==> src/rtl/mer_pkg.sv <==
// Shared types and constants for the midpoint ellipse rasteriser.
// Used by mer_ctrl, mer_dpath and midpoint_ellipse_raster; no dependencies.
package mer_pkg;

   localparam int RADIUS_BITS_DEF = 10;
   localparam int COORD_BITS_DEF  = 11;

   // request op field
   localparam logic OP_START = 1'b0;
   localparam logic OP_STEP  = 1'b1;

   // datapath operation codes, one per controller step
   typedef logic [3:0] dp_op_type;
   localparam dp_op_type DP_NOP   = 4'd0;
   localparam dp_op_type DP_START = 4'd1;
   localparam dp_op_type DP_STEP  = 4'd2;
   localparam dp_op_type DP_SQ_RX = 4'd3;
   localparam dp_op_type DP_SQ_RY = 4'd4;
   localparam dp_op_type DP_TERM  = 4'd5;
   localparam dp_op_type DP_INIT  = 4'd6;
   localparam dp_op_type DP_CHECK = 4'd7;
   localparam dp_op_type DP_R2A   = 4'd8;
   localparam dp_op_type DP_R2B   = 4'd9;
   localparam dp_op_type DP_R2C   = 4'd10;
   localparam dp_op_type DP_R2D   = 4'd11;
   localparam dp_op_type DP_R2E   = 4'd12;
   localparam dp_op_type DP_R2F   = 4'd13;
   localparam dp_op_type DP_EMIT  = 4'd14;

   typedef struct packed {
      dp_op_type op;
   } cmd_type;

   typedef struct packed {
      logic active;       // points remain in the current ellipse
      logic need_switch;  // region 1 test has failed, region 2 term due
   } sts_type;

endpackage

==> src/rtl/mer_ctrl.sv <==
// Sequencer for the ellipse rasteriser: issues datapath ops, owns handshakes.
// Depends on mer_pkg.
module mer_ctrl (
   input  logic             clock,
   input  logic             reset,
   input  logic             req_valid,
   input  logic             req_op,
   output logic             req_ready,
   output logic             rsp_valid,
   input  logic             rsp_ready,
   input  mer_pkg::sts_type sts,
   output mer_pkg::cmd_type cmd
);
   import mer_pkg::*;

   localparam logic [3:0] S_IDLE  = 4'd0;
   localparam logic [3:0] S_SQX   = 4'd1;
   localparam logic [3:0] S_SQY   = 4'd2;
   localparam logic [3:0] S_TERM  = 4'd3;
   localparam logic [3:0] S_INIT  = 4'd4;
   localparam logic [3:0] S_CHECK = 4'd5;
   localparam logic [3:0] S_R2A   = 4'd6;
   localparam logic [3:0] S_R2B   = 4'd7;
   localparam logic [3:0] S_R2C   = 4'd8;
   localparam logic [3:0] S_R2D   = 4'd9;
   localparam logic [3:0] S_R2E   = 4'd10;
   localparam logic [3:0] S_R2F   = 4'd11;
   localparam logic [3:0] S_EMIT  = 4'd12;

   logic [3:0] state_ff, state_in;
   logic       rsp_valid_ff, rsp_valid_in;

   always_comb begin
      state_in     = state_ff;
      rsp_valid_in = rsp_valid_ff && !rsp_ready;
      cmd.op       = DP_NOP;
      req_ready    = 1'b0;
      case (state_ff)
         S_IDLE: begin
            req_ready = 1'b1;
            if (req_valid) begin
               if (req_op == OP_START) begin
                  cmd.op   = DP_START;
                  state_in = S_SQX;
               end else if (sts.active) begin
                  cmd.op   = DP_STEP;
                  state_in = S_CHECK;
               end
            end
         end
         S_SQX: begin
            cmd.op   = DP_SQ_RX;
            state_in = S_SQY;
         end
         S_SQY: begin
            cmd.op   = DP_SQ_RY;
            state_in = S_TERM;
         end
         S_TERM: begin
            cmd.op   = DP_TERM;
            state_in = S_INIT;
         end
         S_INIT: begin
            cmd.op   = DP_INIT;
            state_in = S_CHECK;
         end
         S_CHECK: begin
            cmd.op   = DP_CHECK;
            state_in = sts.need_switch ? S_R2A : S_EMIT;
         end
         S_R2A: begin
            cmd.op   = DP_R2A;
            state_in = S_R2B;
         end
         S_R2B: begin
            cmd.op   = DP_R2B;
            state_in = S_R2C;
         end
         S_R2C: begin
            cmd.op   = DP_R2C;
            state_in = S_R2D;
         end
         S_R2D: begin
            cmd.op   = DP_R2D;
            state_in = S_R2E;
         end
         S_R2E: begin
            cmd.op   = DP_R2E;
            state_in = S_R2F;
         end
         S_R2F: begin
            cmd.op   = DP_R2F;
            state_in = S_EMIT;
         end
         S_EMIT: begin
            if (!rsp_valid_ff || rsp_ready) begin
               cmd.op       = DP_EMIT;
               rsp_valid_in = 1'b1;
               state_in     = S_IDLE;
            end
         end
         default: begin
            state_in = S_IDLE;
         end
      endcase
   end

   always_ff @(posedge clock) begin
      if (reset) begin
         state_ff     <= S_IDLE;
         rsp_valid_ff <= 1'b0;
      end else begin
         state_ff     <= state_in;
         rsp_valid_ff <= rsp_valid_in;
      end
   end

   assign rsp_valid = rsp_valid_ff;

endmodule

==> config.mk <==
export PLATFORM = sky130hd
export DESIGN_NAME = mer_ctrl
export DESIGN_NICKNAME = d
export VERILOG_FILES = /design/src/rtl/mer_pkg.sv /design/src/rtl/mer_ctrl.sv
export SDC_FILE = /design/constraint.sdc
export NUM_CORES = 1
export LEC_CHECK = 0
export BUFFER_PORTS_ARGS = -buffer_cell sky130_fd_sc_hd__buf_2
export CORE_AREA = 2 2 39 41
export CTS_CLUSTER_DIAMETER = 80
export DETAILED_ROUTE_END_ITERATION = 8
export DIE_AREA = 0 0 41 43
export PLACE_DENSITY_LB_ADDON = 0.08
export SLEW_MARGIN = 10
export SYNTH_ARGS = -nofsm -noshare
export SYNTH_HDL_FRONTEND = slang
export SYNTH_SLANG_ARGS = --single-unit
export TNS_END_PERCENT = 100
==> constraint.sdc <==
create_clock -name clock -period 2.76 [get_ports clock]
set_input_delay 0.552 -clock clock [delete_from_list [all_inputs] [get_ports clock]]
set_output_delay 0.552 -clock clock [all_outputs]
set_load 0.02 [all_outputs]
==> metrics.yaml <==
pwr:
  combinationalPowerShare_pct: 40.3
  p_sw_uw: 124.6
  p_sw_share_pct: 39.11
  p_per_area_nw_per_um2: 727.8
  ir_drop_v: 0.0002410
  pwr-share-clk_pct: 25.6
  power_leakage_nw: 0.1798
  p_seq_share_pct: 34.0
  p_total_uw: 318.7
  p_int_uw: 194.1
floorplanning:
  die_h_um: 43
  io_pins: 13
  num_rows: 14
  core_area_sq_um: 1384
  die_width_um: 41
  start_util_pct: 27.03
  dieArea_sq_um: 1763
place:
  placed_area_sq_um: 411.6
  dp_hpwl_um: 598.5
  io_buffer_count: 12
  place_congestion: 0.6347
timing:
  period_needed_ns: 1.925
  rsz0062_at_grt: "false"
  setup_viol: 0
  fin_skew_ns: 0.006139
  worstMarginPinSlew_ns: 0.3740
  max_freq_mhz: 519.5
  fin_crit_sh_pct: 69.74
  hold_viol_final: 0
  fin_setup_tns_ns: 0
  final_max_slew_viol_count: 0
  slew-limit-headroom_pct: 75.03
worst_setup_path:
  cp_max_fo: 5
  critical_path_buf_inv_count: 2
  arrival_ns: 1.37
  path_common_cell: "buf_2"
  crit_family: "simple AND/OR/NAND/NOR gates"
  critPathKind: "in2out"
  required_ns: 2.21
  critPathMaxStageDelay_ns: 0.25
  end_kind: "output port"
  critPathLaunchType: "primary input"
  critPathSlowestCell: "nor2b_1"
  critical_path.cell_chain: "buf_2 > nor2b_1 > nor3_1 > o21ai_0 > o31ai_1 > buf_2"
final_layout:
  fillers: 153
  drive_above_1_share_pct: 29.51
  n_antenna_cell: 0
  final_util_pct: 31.65
  syn2layout_area_growth_pct: 17.06
  nets: 69
  final_area_sq_um: 437.9
global_route:
  antenna_found_initial: 0
  grt_pass1_vias: 328
  overflow: 0
  grt_util_all_layers_pct: 10.74
  grt_max_degree: 13
  grt_pass1_wl_um: 1311
yosys:
  yosysSeqAreaShare_pct: 26.76
  synth_mux_area_share_pct: 0
  synth_top_family_by_area: "simple AND/OR/NAND/NOR gates"
  ys_types: 23
  synth_area_sq_um: 374.1
  synth_compound_area_share_pct: 27.76
  synth_fa_ha_area_share_pct: 0
  yosys_warnings: 0
  syn_inst: 50
  syn-num-nets: 57
  synth.most_common_cell: "o21ai_0"
  synth-simple-area-share_pct: 31.10
  avgSynthCellArea_sq_um: 7.482
  synth_common_cells: "o21ai_0 (7), dfxtp_1 (5), a21oi_1 (4)"
  synth_xor_area_share_pct: 0
  synth-main-ff-cell: "dfxtp_1"
  synth-edff-count: 0
  synth_area_leaders: "dfxtp_1 (27%), o21ai_0 (9.4%), buf_6 (6.0%), a21oi_1 (5.4%), nand3_1 (4.0%)"
  synth_seq_cells: 5
  yosysTopAreaCell: "dfxtp_1"
  synth_top_area_share_pct: 26.76
  synthArstFlopShare_pct: 0
clock_tree:
  clk_latency_ns: 0.24
  clk_pin_slew_ns: 0.04
  post_cts_resized: 0
  htreeDepth: 1
  cts_buffer_depth: 2
  cts_inserted_buffers: 3
  hold_buffers: 0
  cts_num_sinks: 5
  root_buffer: "clkbuf_4"
  tritoncts: "yes"
  post_cts_buffers: 0
routing:
  vias_per_cell: 4.870
  drt_first_pass_iters: 2
  drt_wl_total_um: 787
  drt_iter0_drc: 5
  ant_nets: 0
  drc_errors: 0
  wl_per_cell_um: 10.22
  vias: 375
min_path:
  hold_path_class: "in2reg"
run_status:
  outcome: "finished clean"
flow_run:
  maxCapViolCount: 0
==> routing by layer <==
layer  global-route usage, %  up-vias  wire length [um]
li1                        -      199                 -
met1                   13.83      169               377
met2                   15.00        7               376
met3                   2.094        0                33
met4                   8.000        0                 0
met5                       0        -                 0
==> state kept, by name, summed over array words and instances, names as in the netlist <==
name and cells:
state_ff 4, rsp_valid 1
==> power by group through the flow <==
stage / clock network (mW) / logic [mW] / registers (mW)
6_report: 0.0816 / 0.129 / 0.108
2_1_floorplan: 0 / 0.124 / 0.0874
4_1_cts: 0.0858 / 0.130 / 0.108
5_1_grt: 0.0896 / 0.142 / 0.111
3_5_place_dp: 0 / 0.129 / 0.109
3_3_place_gp: 0 / 0.131 / 0.112
==> layout make-up <==
cell class / count / area (sq um) / share of cell area, %
clock buffer: 4 / 26.28 / 6.000
inverter: 3 / 11.26 / 2.571
multi-input combinational: 37 / 220.2 / 50.29
sequential: 5 / 100.1 / 22.86
tap: 16 / 20.02 / 4.571
timing repair buffer: 12 / 60.06 / 13.71
==> layout by cell type, fill, tap and decap left out <==
cell and instances:
a21oi_1 4, nor2_1 3, nor4_2 1, a211o_1 1, clkbuf_4 3, nor3b_1 1, nand2_1 2, buf_2 12
clkbuf_1 1, dfxtp_1 5, and2_4 1, nand3_1 3, o31ai_1 1, a2111oi_0 1, nor2b_1 2, a21boi_2 1
inv_1 3, nand2b_1 2, nor4_1 2, nor3_1 2, o21ai_0 7, or3_1 1, a31oi_1 2
==> stage by stage <==
stage | instances | hold slack [ns] | setup WS, ns
2_1_floorplan | 50 | 0.6211 | 1.052
3_5_place_dp | 73 | 0.6662 | 0.8268
3_3_place_gp | 73 | 0.7050 | 0.8425
6_report | 77 | 0.5415 | 0.8351
4_1_cts | 77 | 0.5292 | 0.8255
5_1_grt | 77 | 0.5454 | 0.6677
==> worst paths after layout <==
kind	slack, ns	start	endpoint	depth (start not counted)
max reg2reg	1.39	state_ff[0]	state_ff[3]	4
max	0.84	rsp_ready	cmd[3]	6
min reg2reg	0.67	rsp_valid	rsp_valid	3
min	0.54	reset	state_ff[3]	2
==> kinds of logic (layout without fill, tap and decap cells) <==
kind of cell,Yosys count,count (layout)
compound gates,17,17
simple gates,20,20
flops,5,5
buf+inv,8,19
(Power assumes the default switching activity.)
