### config.mk
export PLATFORM = sky130hd
export DESIGN_NAME = mer_dpath
export DESIGN_NICKNAME = d
export VERILOG_FILES = /design/src/rtl/mer_pkg.sv /design/src/rtl/mer_dpath.sv
export SDC_FILE = /design/constraint.sdc
export NUM_CORES = 2
export LEC_CHECK = 0
export BUFFER_PORTS_ARGS = -buffer_cell sky130_fd_sc_hd__buf_2
export CAP_MARGIN = 10
export CORE_MARGIN = 5
export CORE_UTILIZATION = 47
export DETAILED_ROUTE_END_ITERATION = 8
export PLACE_DENSITY = 0.64
export SETUP_SLACK_MARGIN = 0.4
export SLEW_MARGIN = 20
export SYNTH_ARGS = -nofsm -noshare
export SYNTH_HDL_FRONTEND = slang
export SYNTH_SLANG_ARGS = --single-unit
export TNS_END_PERCENT = 5
### constraint.sdc
create_clock -name clock -period 11.66 [get_ports clock]
set_input_delay 1.749 -clock clock [delete_from_list [all_inputs] [get_ports clock]]
set_output_delay 1.749 -clock clock [all_outputs]
set_load 0.005 [all_outputs]
### src/rtl/mer_pkg.sv
// Shared types and constants for the midpoint ellipse rasteriser.
// Used by mer_ctrl, mer_dpath and midpoint_ellipse_raster; no dependencies.
package mer_pkg;

   localparam int RADIUS_BITS_DEF = 10;
   localparam int COORD_BITS_DEF  = 11;

   // request op field
   localparam logic OP_START = 1'b0;
   localparam logic OP_STEP  = 1'b1;

   // datapath operation codes, one per controller step
   typedef logic [3:0] dp_op_type;
   localparam dp_op_type DP_NOP   = 4'd0;
   localparam dp_op_type DP_START = 4'd1;
   localparam dp_op_type DP_STEP  = 4'd2;
   localparam dp_op_type DP_SQ_RX = 4'd3;
   localparam dp_op_type DP_SQ_RY = 4'd4;
   localparam dp_op_type DP_TERM  = 4'd5;
   localparam dp_op_type DP_INIT  = 4'd6;
   localparam dp_op_type DP_CHECK = 4'd7;
   localparam dp_op_type DP_R2A   = 4'd8;
   localparam dp_op_type DP_R2B   = 4'd9;
   localparam dp_op_type DP_R2C   = 4'd10;
   localparam dp_op_type DP_R2D   = 4'd11;
   localparam dp_op_type DP_R2E   = 4'd12;
   localparam dp_op_type DP_R2F   = 4'd13;
   localparam dp_op_type DP_EMIT  = 4'd14;

   typedef struct packed {
      dp_op_type op;
   } cmd_type;

   typedef struct packed {
      logic active;       // points remain in the current ellipse
      logic need_switch;  // region 1 test has failed, region 2 term due
   } sts_type;

endpackage

### src/rtl/mer_dpath.sv
// Datapath for the ellipse rasteriser: offsets, gradients, decision term,
// one shared registered multiplier and the result register. Depends on mer_pkg.
module mer_dpath #(
   parameter int RADIUS_BITS = mer_pkg::RADIUS_BITS_DEF,
   parameter int COORD_BITS  = mer_pkg::COORD_BITS_DEF
) (
   input  logic                         clock,
   input  logic                         reset,
   input  mer_pkg::cmd_type             cmd,
   output mer_pkg::sts_type             sts,
   input  logic [COORD_BITS-1:0]        req_center_x,
   input  logic [COORD_BITS-1:0]        req_center_y,
   input  logic [RADIUS_BITS-1:0]       req_radius_x,
   input  logic [RADIUS_BITS-1:0]       req_radius_y,
   output logic signed [COORD_BITS+1:0] rsp_pa_x,
   output logic signed [COORD_BITS+1:0] rsp_pa_y,
   output logic signed [COORD_BITS+1:0] rsp_pb_x,
   output logic signed [COORD_BITS+1:0] rsp_pb_y,
   output logic signed [COORD_BITS+1:0] rsp_pc_x,
   output logic signed [COORD_BITS+1:0] rsp_pc_y,
   output logic signed [COORD_BITS+1:0] rsp_pd_x,
   output logic signed [COORD_BITS+1:0] rsp_pd_y,
   output logic                         rsp_in_region_two,
   output logic                         rsp_last
);
   import mer_pkg::*;

   localparam int OFF_W  = RADIUS_BITS + 2;
   localparam int SQ_W   = 2 * RADIUS_BITS;
   localparam int GRAD_W = 3 * RADIUS_BITS + 3;
   localparam int DEC_W  = 4 * RADIUS_BITS + 4;
   localparam int MUL_W  = 2 * RADIUS_BITS + 4;
   localparam int PROD_W = 2 * MUL_W;
   localparam int OUT_W  = COORD_BITS + 2;

   logic        [COORD_BITS-1:0]  cx_ff, cy_ff;
   logic        [RADIUS_BITS-1:0] rx_ff;
   logic signed [OFF_W-1:0]       off_x_ff, off_x_in, off_y_ff, off_y_in;
   logic        [GRAD_W-1:0]      gx_ff, gx_in, gy_ff, gy_in;
   logic signed [DEC_W-1:0]       dec_ff, dec_in;
   logic        [SQ_W-1:0]        rx_sq_ff, ry_sq_ff;
   logic                          region_ff, region_in;
   logic                          active_ff, active_in;
   logic                          reg2_ff;
   logic signed [PROD_W-1:0]      prod_ff;
   logic signed [MUL_W-1:0]       tmp_ff;
   logic signed [DEC_W-1:0]       acc_ff;
   logic signed [MUL_W-1:0]       mul_a, mul_b;

   logic signed [OUT_W-1:0]       pa_x_ff, pa_y_ff, pb_x_ff, pb_y_ff;
   logic signed [OUT_W-1:0]       pc_x_ff, pc_y_ff, pd_x_ff, pd_y_ff;
   logic                          in_r2_ff, last_ff;

   // step terms
   logic        [GRAD_W-1:0]      gx_step, gy_step;
   logic                          inc_x, dec_y;
   logic signed [DEC_W-1:0]       prod_d, rx_sq_d, ry_sq_d, gx_step_d, gy_step_d;
   logic                          fin;

   // result terms
   logic signed [OUT_W-1:0]       cx_o, cy_o, ox_o, oy_o;

   assign prod_d    = DEC_W'(prod_ff);
   assign rx_sq_d   = signed'(DEC_W'(rx_sq_ff));
   assign ry_sq_d   = signed'(DEC_W'(ry_sq_ff));
   assign gx_step   = gx_ff + GRAD_W'({ry_sq_ff, 1'b0});
   assign gy_step   = gy_ff - GRAD_W'({rx_sq_ff, 1'b0});
   assign gx_step_d = signed'(DEC_W'(gx_step));
   assign gy_step_d = signed'(DEC_W'(gy_step));
   assign inc_x     = !region_ff || !(dec_ff > 0);
   assign dec_y     = region_ff || !dec_ff[DEC_W-1];

   assign sts.active      = active_ff;
   assign sts.need_switch = !region_ff && !(gx_ff < gy_ff);
   assign fin             = region_ff && (off_y_ff[OFF_W-1] || off_y_ff == '0);

   // shared multiplier operands
   always_comb begin
      case (cmd.op)
         DP_SQ_RX: begin
            mul_a = signed'(MUL_W'(rx_ff));
            mul_b = signed'(MUL_W'(rx_ff));
         end
         DP_SQ_RY: begin
            mul_a = MUL_W'(off_y_ff);
            mul_b = MUL_W'(off_y_ff);
         end
         DP_TERM: begin
            mul_a = signed'(MUL_W'(rx_sq_ff));
            mul_b = MUL_W'(off_y_ff);
         end
         DP_R2A: begin
            mul_a = MUL_W'(off_x_ff);
            mul_b = MUL_W'(off_x_ff);
         end
         DP_R2B: begin
            mul_a = MUL_W'(off_y_ff) - MUL_W'(1);
            mul_b = MUL_W'(off_y_ff) - MUL_W'(1);
         end
         DP_R2C: begin
            mul_a = signed'(MUL_W'(ry_sq_ff));
            mul_b = tmp_ff;
         end
         DP_R2D: begin
            mul_a = signed'(MUL_W'(rx_sq_ff));
            mul_b = tmp_ff;
         end
         DP_R2E: begin
            mul_a = signed'(MUL_W'(rx_sq_ff));
            mul_b = signed'(MUL_W'(ry_sq_ff));
         end
         default: begin
            mul_a = '0;
            mul_b = '0;
         end
      endcase
   end

   // state update
   always_comb begin
      off_x_in  = off_x_ff;
      off_y_in  = off_y_ff;
      gx_in     = gx_ff;
      gy_in     = gy_ff;
      dec_in    = dec_ff;
      region_in = region_ff;
      active_in = active_ff;
      case (cmd.op)
         DP_START: begin
            off_x_in  = '0;
            off_y_in  = signed'(OFF_W'(req_radius_y));
            gx_in     = '0;
            region_in = 1'b0;
            active_in = 1'b1;
         end
         DP_STEP: begin
            if (inc_x) begin
               off_x_in = off_x_ff + OFF_W'(1);
               gx_in    = gx_step;
            end
            if (dec_y) begin
               off_y_in = off_y_ff - OFF_W'(1);
               gy_in    = gy_step;
            end
            dec_in = dec_ff + (region_ff ? rx_sq_d : ry_sq_d)
                   + (inc_x ? gx_step_d : '0) - (dec_y ? gy_step_d : '0);
         end
         DP_INIT: begin
            gy_in  = GRAD_W'(prod_ff) << 1;
            dec_in = ry_sq_d - prod_d + signed'(DEC_W'(rx_sq_ff >> 2));
         end
         DP_CHECK: begin
            if (sts.need_switch) begin
               region_in = 1'b1;
            end
         end
         DP_R2F: begin
            dec_in = acc_ff - prod_d;
         end
         DP_EMIT: begin
            active_in = !fin;
         end
         default: begin
         end
      endcase
   end

   always_ff @(posedge clock) begin
      if (reset) begin
         off_x_ff  <= '0;
         off_y_ff  <= '0;
         gx_ff     <= '0;
         gy_ff     <= '0;
         dec_ff    <= '0;
         region_ff <= 1'b0;
         active_ff <= 1'b0;
      end else begin
         off_x_ff  <= off_x_in;
         off_y_ff  <= off_y_in;
         gx_ff     <= gx_in;
         gy_ff     <= gy_in;
         dec_ff    <= dec_in;
         region_ff <= region_in;
         active_ff <= active_in;
      end
   end

   // payload and scratch registers
   always_ff @(posedge clock) begin
      prod_ff <= mul_a * mul_b;
      case (cmd.op)
         DP_START: begin
            cx_ff   <= req_center_x;
            cy_ff   <= req_center_y;
            rx_ff   <= req_radius_x;
            reg2_ff <= 1'b0;
         end
         DP_STEP:  reg2_ff  <= region_ff;
         DP_SQ_RY: rx_sq_ff <= SQ_W'(prod_ff);
         DP_TERM:  ry_sq_ff <= SQ_W'(prod_ff);
         DP_R2B:   tmp_ff   <= MUL_W'(prod_ff) + MUL_W'(off_x_ff);
         DP_R2C:   tmp_ff   <= MUL_W'(prod_ff);
         DP_R2D:   acc_ff   <= prod_d + signed'(DEC_W'(ry_sq_ff >> 2));
         DP_R2E:   acc_ff   <= acc_ff + prod_d;
         default: begin
         end
      endcase
   end

   assign cx_o = signed'(OUT_W'(cx_ff));
   assign cy_o = signed'(OUT_W'(cy_ff));
   assign ox_o = OUT_W'(off_x_ff);
   assign oy_o = OUT_W'(off_y_ff);

   always_ff @(posedge clock) begin
      if (cmd.op == DP_EMIT) begin
         pa_x_ff  <= cx_o + ox_o;
         pa_y_ff  <= cy_o + oy_o;
         pb_x_ff  <= cx_o - ox_o;
         pb_y_ff  <= cy_o + oy_o;
         pc_x_ff  <= cx_o + ox_o;
         pc_y_ff  <= cy_o - oy_o;
         pd_x_ff  <= cx_o - ox_o;
         pd_y_ff  <= cy_o - oy_o;
         in_r2_ff <= reg2_ff;
         last_ff  <= fin;
      end
   end

   assign rsp_pa_x          = pa_x_ff;
   assign rsp_pa_y          = pa_y_ff;
   assign rsp_pb_x          = pb_x_ff;
   assign rsp_pb_y          = pb_y_ff;
   assign rsp_pc_x          = pc_x_ff;
   assign rsp_pc_y          = pc_y_ff;
   assign rsp_pd_x          = pd_x_ff;
   assign rsp_pd_y          = pd_y_ff;
   assign rsp_in_region_two = in_r2_ff;
   assign rsp_last          = last_ff;

endmodule
==> run summary <==
outcome -> completed
FFs w/ async S/R, synth -> 0%
Fin. Hold Viols -> 0
Placed Area -> 51600 um^2
Post-synth EDFFs -> 193
Fmax -> 93.1 MHz
CP max FO -> 8
Cell Rows -> 118
Final nets -> 6832
antenna violations before repair -> 4
total power draw -> 0.00654 W
Leak -> 25.1 nW
worst-margin pin slew -> 1.10 ns
sequential area share after synthesis -> 19.0%
maximum capacitance violations -> 0
drt first pass iters -> 9
CP most frequent cell -> fa_1
library cells used by synthesis -> 85
RSZ-0062 raised after global routing -> no
CP peak stage delay -> 0.77 ns
capturing point of the worst reg2reg path -> prod_ff[43]$_DFF_P_
normalized max-slew margin -> 26.7%
first-pass GRT wire length -> 229000 um
vias -> 40048
total core area -> 104000 um^2
most common cell in the netlist -> inv_1
Detail Route Antenna Nets -> 0
Final min period -> 10.74 ns
clock buffer depth -> 3
Worst path slowest cell -> a222oi_1
top cell type's share of synthesized area -> 24.9%
crit path buf inv count -> 6
initial drt markers -> 3102
fraction of layout cells with a size suffix above 1 -> 6.91%
clock root buffer -> clkbuf_16
CTS Hold Bufs -> 0
vias per cell -> 5.61
Setup Skew -> 0.0569 ns
Port-buffer cells -> 155
drt drc -> 0
CP required -> 12.14 ns
fin area -> 53200 um^2
synthesized area -> 49300 um^2
Hold Crit Class -> reg2reg
Setup crit start -> off_y_ff[1]$_SDFFE_PP0P_
largest net degree at the start of global routing -> 72
number of global-route vias before repair -> 39948
Setup crit end -> prod_ff[43]$_DFF_P_
total die area -> 111000 um^2
Die Wd -> 334 um
IO Count -> 156
CP top delay family -> adder cells
CP Depth -> 36
post-CTS sizing -> 0
syn_area_per_cell -> 8.71 um^2
CTS Buf Count -> 47
Tot GR Track Use -> 26.0%
Die H -> 334 um
Max Slew Vio Count -> 0
Synth warnings -> 0
Setup Viol. Count Final -> 0
Crit Path Class -> reg2reg
register bit total from synthesis -> 371
reg-to-reg startpoint -> off_y_ff[1]$_SDFFE_PP0P_
critical path data arrival time -> 11.22 ns
leading area contributor after synthesis -> fa_1
synthesized instance count -> 5663
Top FF cell, synth -> edfxtp_1
Post-CTS Setup Inserts -> 0
CTS tree -> done
r2r setup slk -> 0.92 ns
Reg2Reg Depth -> 36
clock slew at reported path FFs -> 0.06 ns
leading cell types by count after synthesis -> inv_1 (967), fa_1 (613), nor2_1 (546), nand2_1 (543), ha_1 (448)
final RePlAce weighted congestion -> 0.966
worst skew pair latency -> 0.64 ns
initial core utilization -> 47.4%
Clock Sinks -> 371
Crit. End Element -> flip-flop
WL/cell -> 20.5 um
grt total ovfl -> 0
worst vdd ir -> 0.102 mV
Layout Area Growth over Synthesis -> 7.89%
startpoint types -> flip-flop
hpwl dp -> 120000 um
H-Tree Depth -> 2
fin crit share -> 92.1%
Setup TNS -> 0 ns
detailed-route wire length -> 146000 um
top cells by area, synth -> fa_1 (25%), edfxtp_1 (12%), ha_1 (11%), inv_1 (7.4%), dfxtp_1 (7.2%)
P per Cell Area -> 123 nW/um^2
[cell type report]
class                           instances  area (um^2)
Timing Repair Buffer                  265         1630
Inverter                              967         3630
Antenna cell                            1         2.50
Clock inverter                         23          260
Tap cell                             1380         1730
Fill cell                            9926        50700
Multi-Input combinational cell       4071        35300
Sequential cell                       371         9360
Clock buffer                           64         1320
[flip-flops by register name (all words and copies together) (netlist names), 13 cells and up]
| signal | flops |
|---|---|
| acc_ff | 44 |
| ry_sq_ff | 20 |
| tmp_ff | 24 |
| rx_sq_ff | 20 |
| prod_ff | 44 |
| gx_ff | 32 |
| rsp_pc_x | 13 |
| rsp_pb_y | 13 |
| gy_ff | 32 |
| dec_ff | 44 |
[power breakdown]
part	leakage (nW)	switching (W)	total [W]	internal [W]
clock network	0.761	0.000621	0.00151	0.000887
logic	21.2	0.00198	0.00331	0.00133
registers	3.23	0.000197	0.00173	0.00153
total	25.1	0.00280	0.00654	0.00374
[through the flow]
stage | worst slack, ns | cells | util, % | hold WS [ns]
finish | 0.918 | 7142 | 51.2 | 0.434
global route | 0.406 | 7141 | 51.2 | 0.439
CTS | 0.673 | 7141 | 51.2 | 0.432
detailed placement | 0.449 | 7054 | 49.6 | 0.415
global placement | 0.537 | 7054 | 49.6 | 0.411
floorplan | 0.506 | 5664 | - | 0.400
[placed cells by master, fill, tap and decap left out, drive strengths merged, types with 9 or more instances in the layout]
| cell type | Yosys | layout |
|---|---|---|
| a211o | 19 | 19 |
| a211oi | 47 | 47 |
| a21boi | 12 | 12 |
| a21o | 139 | 139 |
| a21oi | 297 | 297 |
| a221o | 17 | 17 |
| a221oi | 50 | 50 |
| a222oi | 9 | 9 |
| a22oi | 53 | 53 |
| a31oi | 41 | 41 |
| and2 | 59 | 59 |
| and3 | 33 | 33 |
| and4 | 13 | 13 |
| buf | 70 | 265 |
| clkbuf | 185 | 64 |
| clkinv | 0 | 14 |
| dfxtp | 178 | 178 |
| edfxtp | 193 | 193 |
| fa | 613 | 613 |
| ha | 448 | 448 |
| inv | 967 | 969 |
| mux2i | 20 | 20 |
| nand2 | 543 | 543 |
| nand2b | 44 | 44 |
| nand3 | 42 | 42 |
| nand4 | 42 | 42 |
| nor2 | 546 | 546 |
| nor2b | 54 | 54 |
| nor3 | 90 | 90 |
| nor4 | 19 | 19 |
| o211ai | 21 | 21 |
| o21a | 39 | 39 |
| o21ai | 231 | 231 |
| o21bai | 42 | 42 |
| o31a | 10 | 10 |
| o31ai | 20 | 20 |
| or2 | 12 | 12 |
| or3 | 21 | 21 |
| xnor2 | 241 | 241 |
| xor2 | 89 | 89 |
[layer usage]
metal  vias to the layer above  wire [um]  track usage [%]
li1                      18689          -                -
met1                     19629      60600             33.9
met2                      1388      69300             44.1
met3                       338       9200             3.50
met4                         4       7120             10.6
met5                         -         27                0
[cells by family after synthesis]
family | synth area share, %
adder cells (fa/ha/maj) | 36.3
multiplexers | 0.452
flip-flops | 19.0
AND/OR/NAND/NOR | 13.8
other | 0.00760
XOR/XNOR | 5.86
buffers and inverters | 9.72
AO/OA/AOI/OAI | 14.9
[worst min path at each step]
stage | to | cells after the start | start
final | rsp_in_region_two$_DFFE_PN_ | 0 | reg2_ff$_DFFE_PP_
after global routing | rsp_in_region_two$_DFFE_PN_ | 0 | reg2_ff$_DFFE_PP_
after CTS | rsp_in_region_two$_DFFE_PN_ | 0 | reg2_ff$_DFFE_PP_
after detailed placement | rsp_in_region_two$_DFFE_PN_ | 0 | reg2_ff$_DFFE_PP_
after global placement | rsp_in_region_two$_DFFE_PN_ | 0 | reg2_ff$_DFFE_PP_
after floorplan | rsp_in_region_two$_DFFE_PN_ | 0 | reg2_ff$_DFFE_PP_
(Power assumes the default switching activity.)
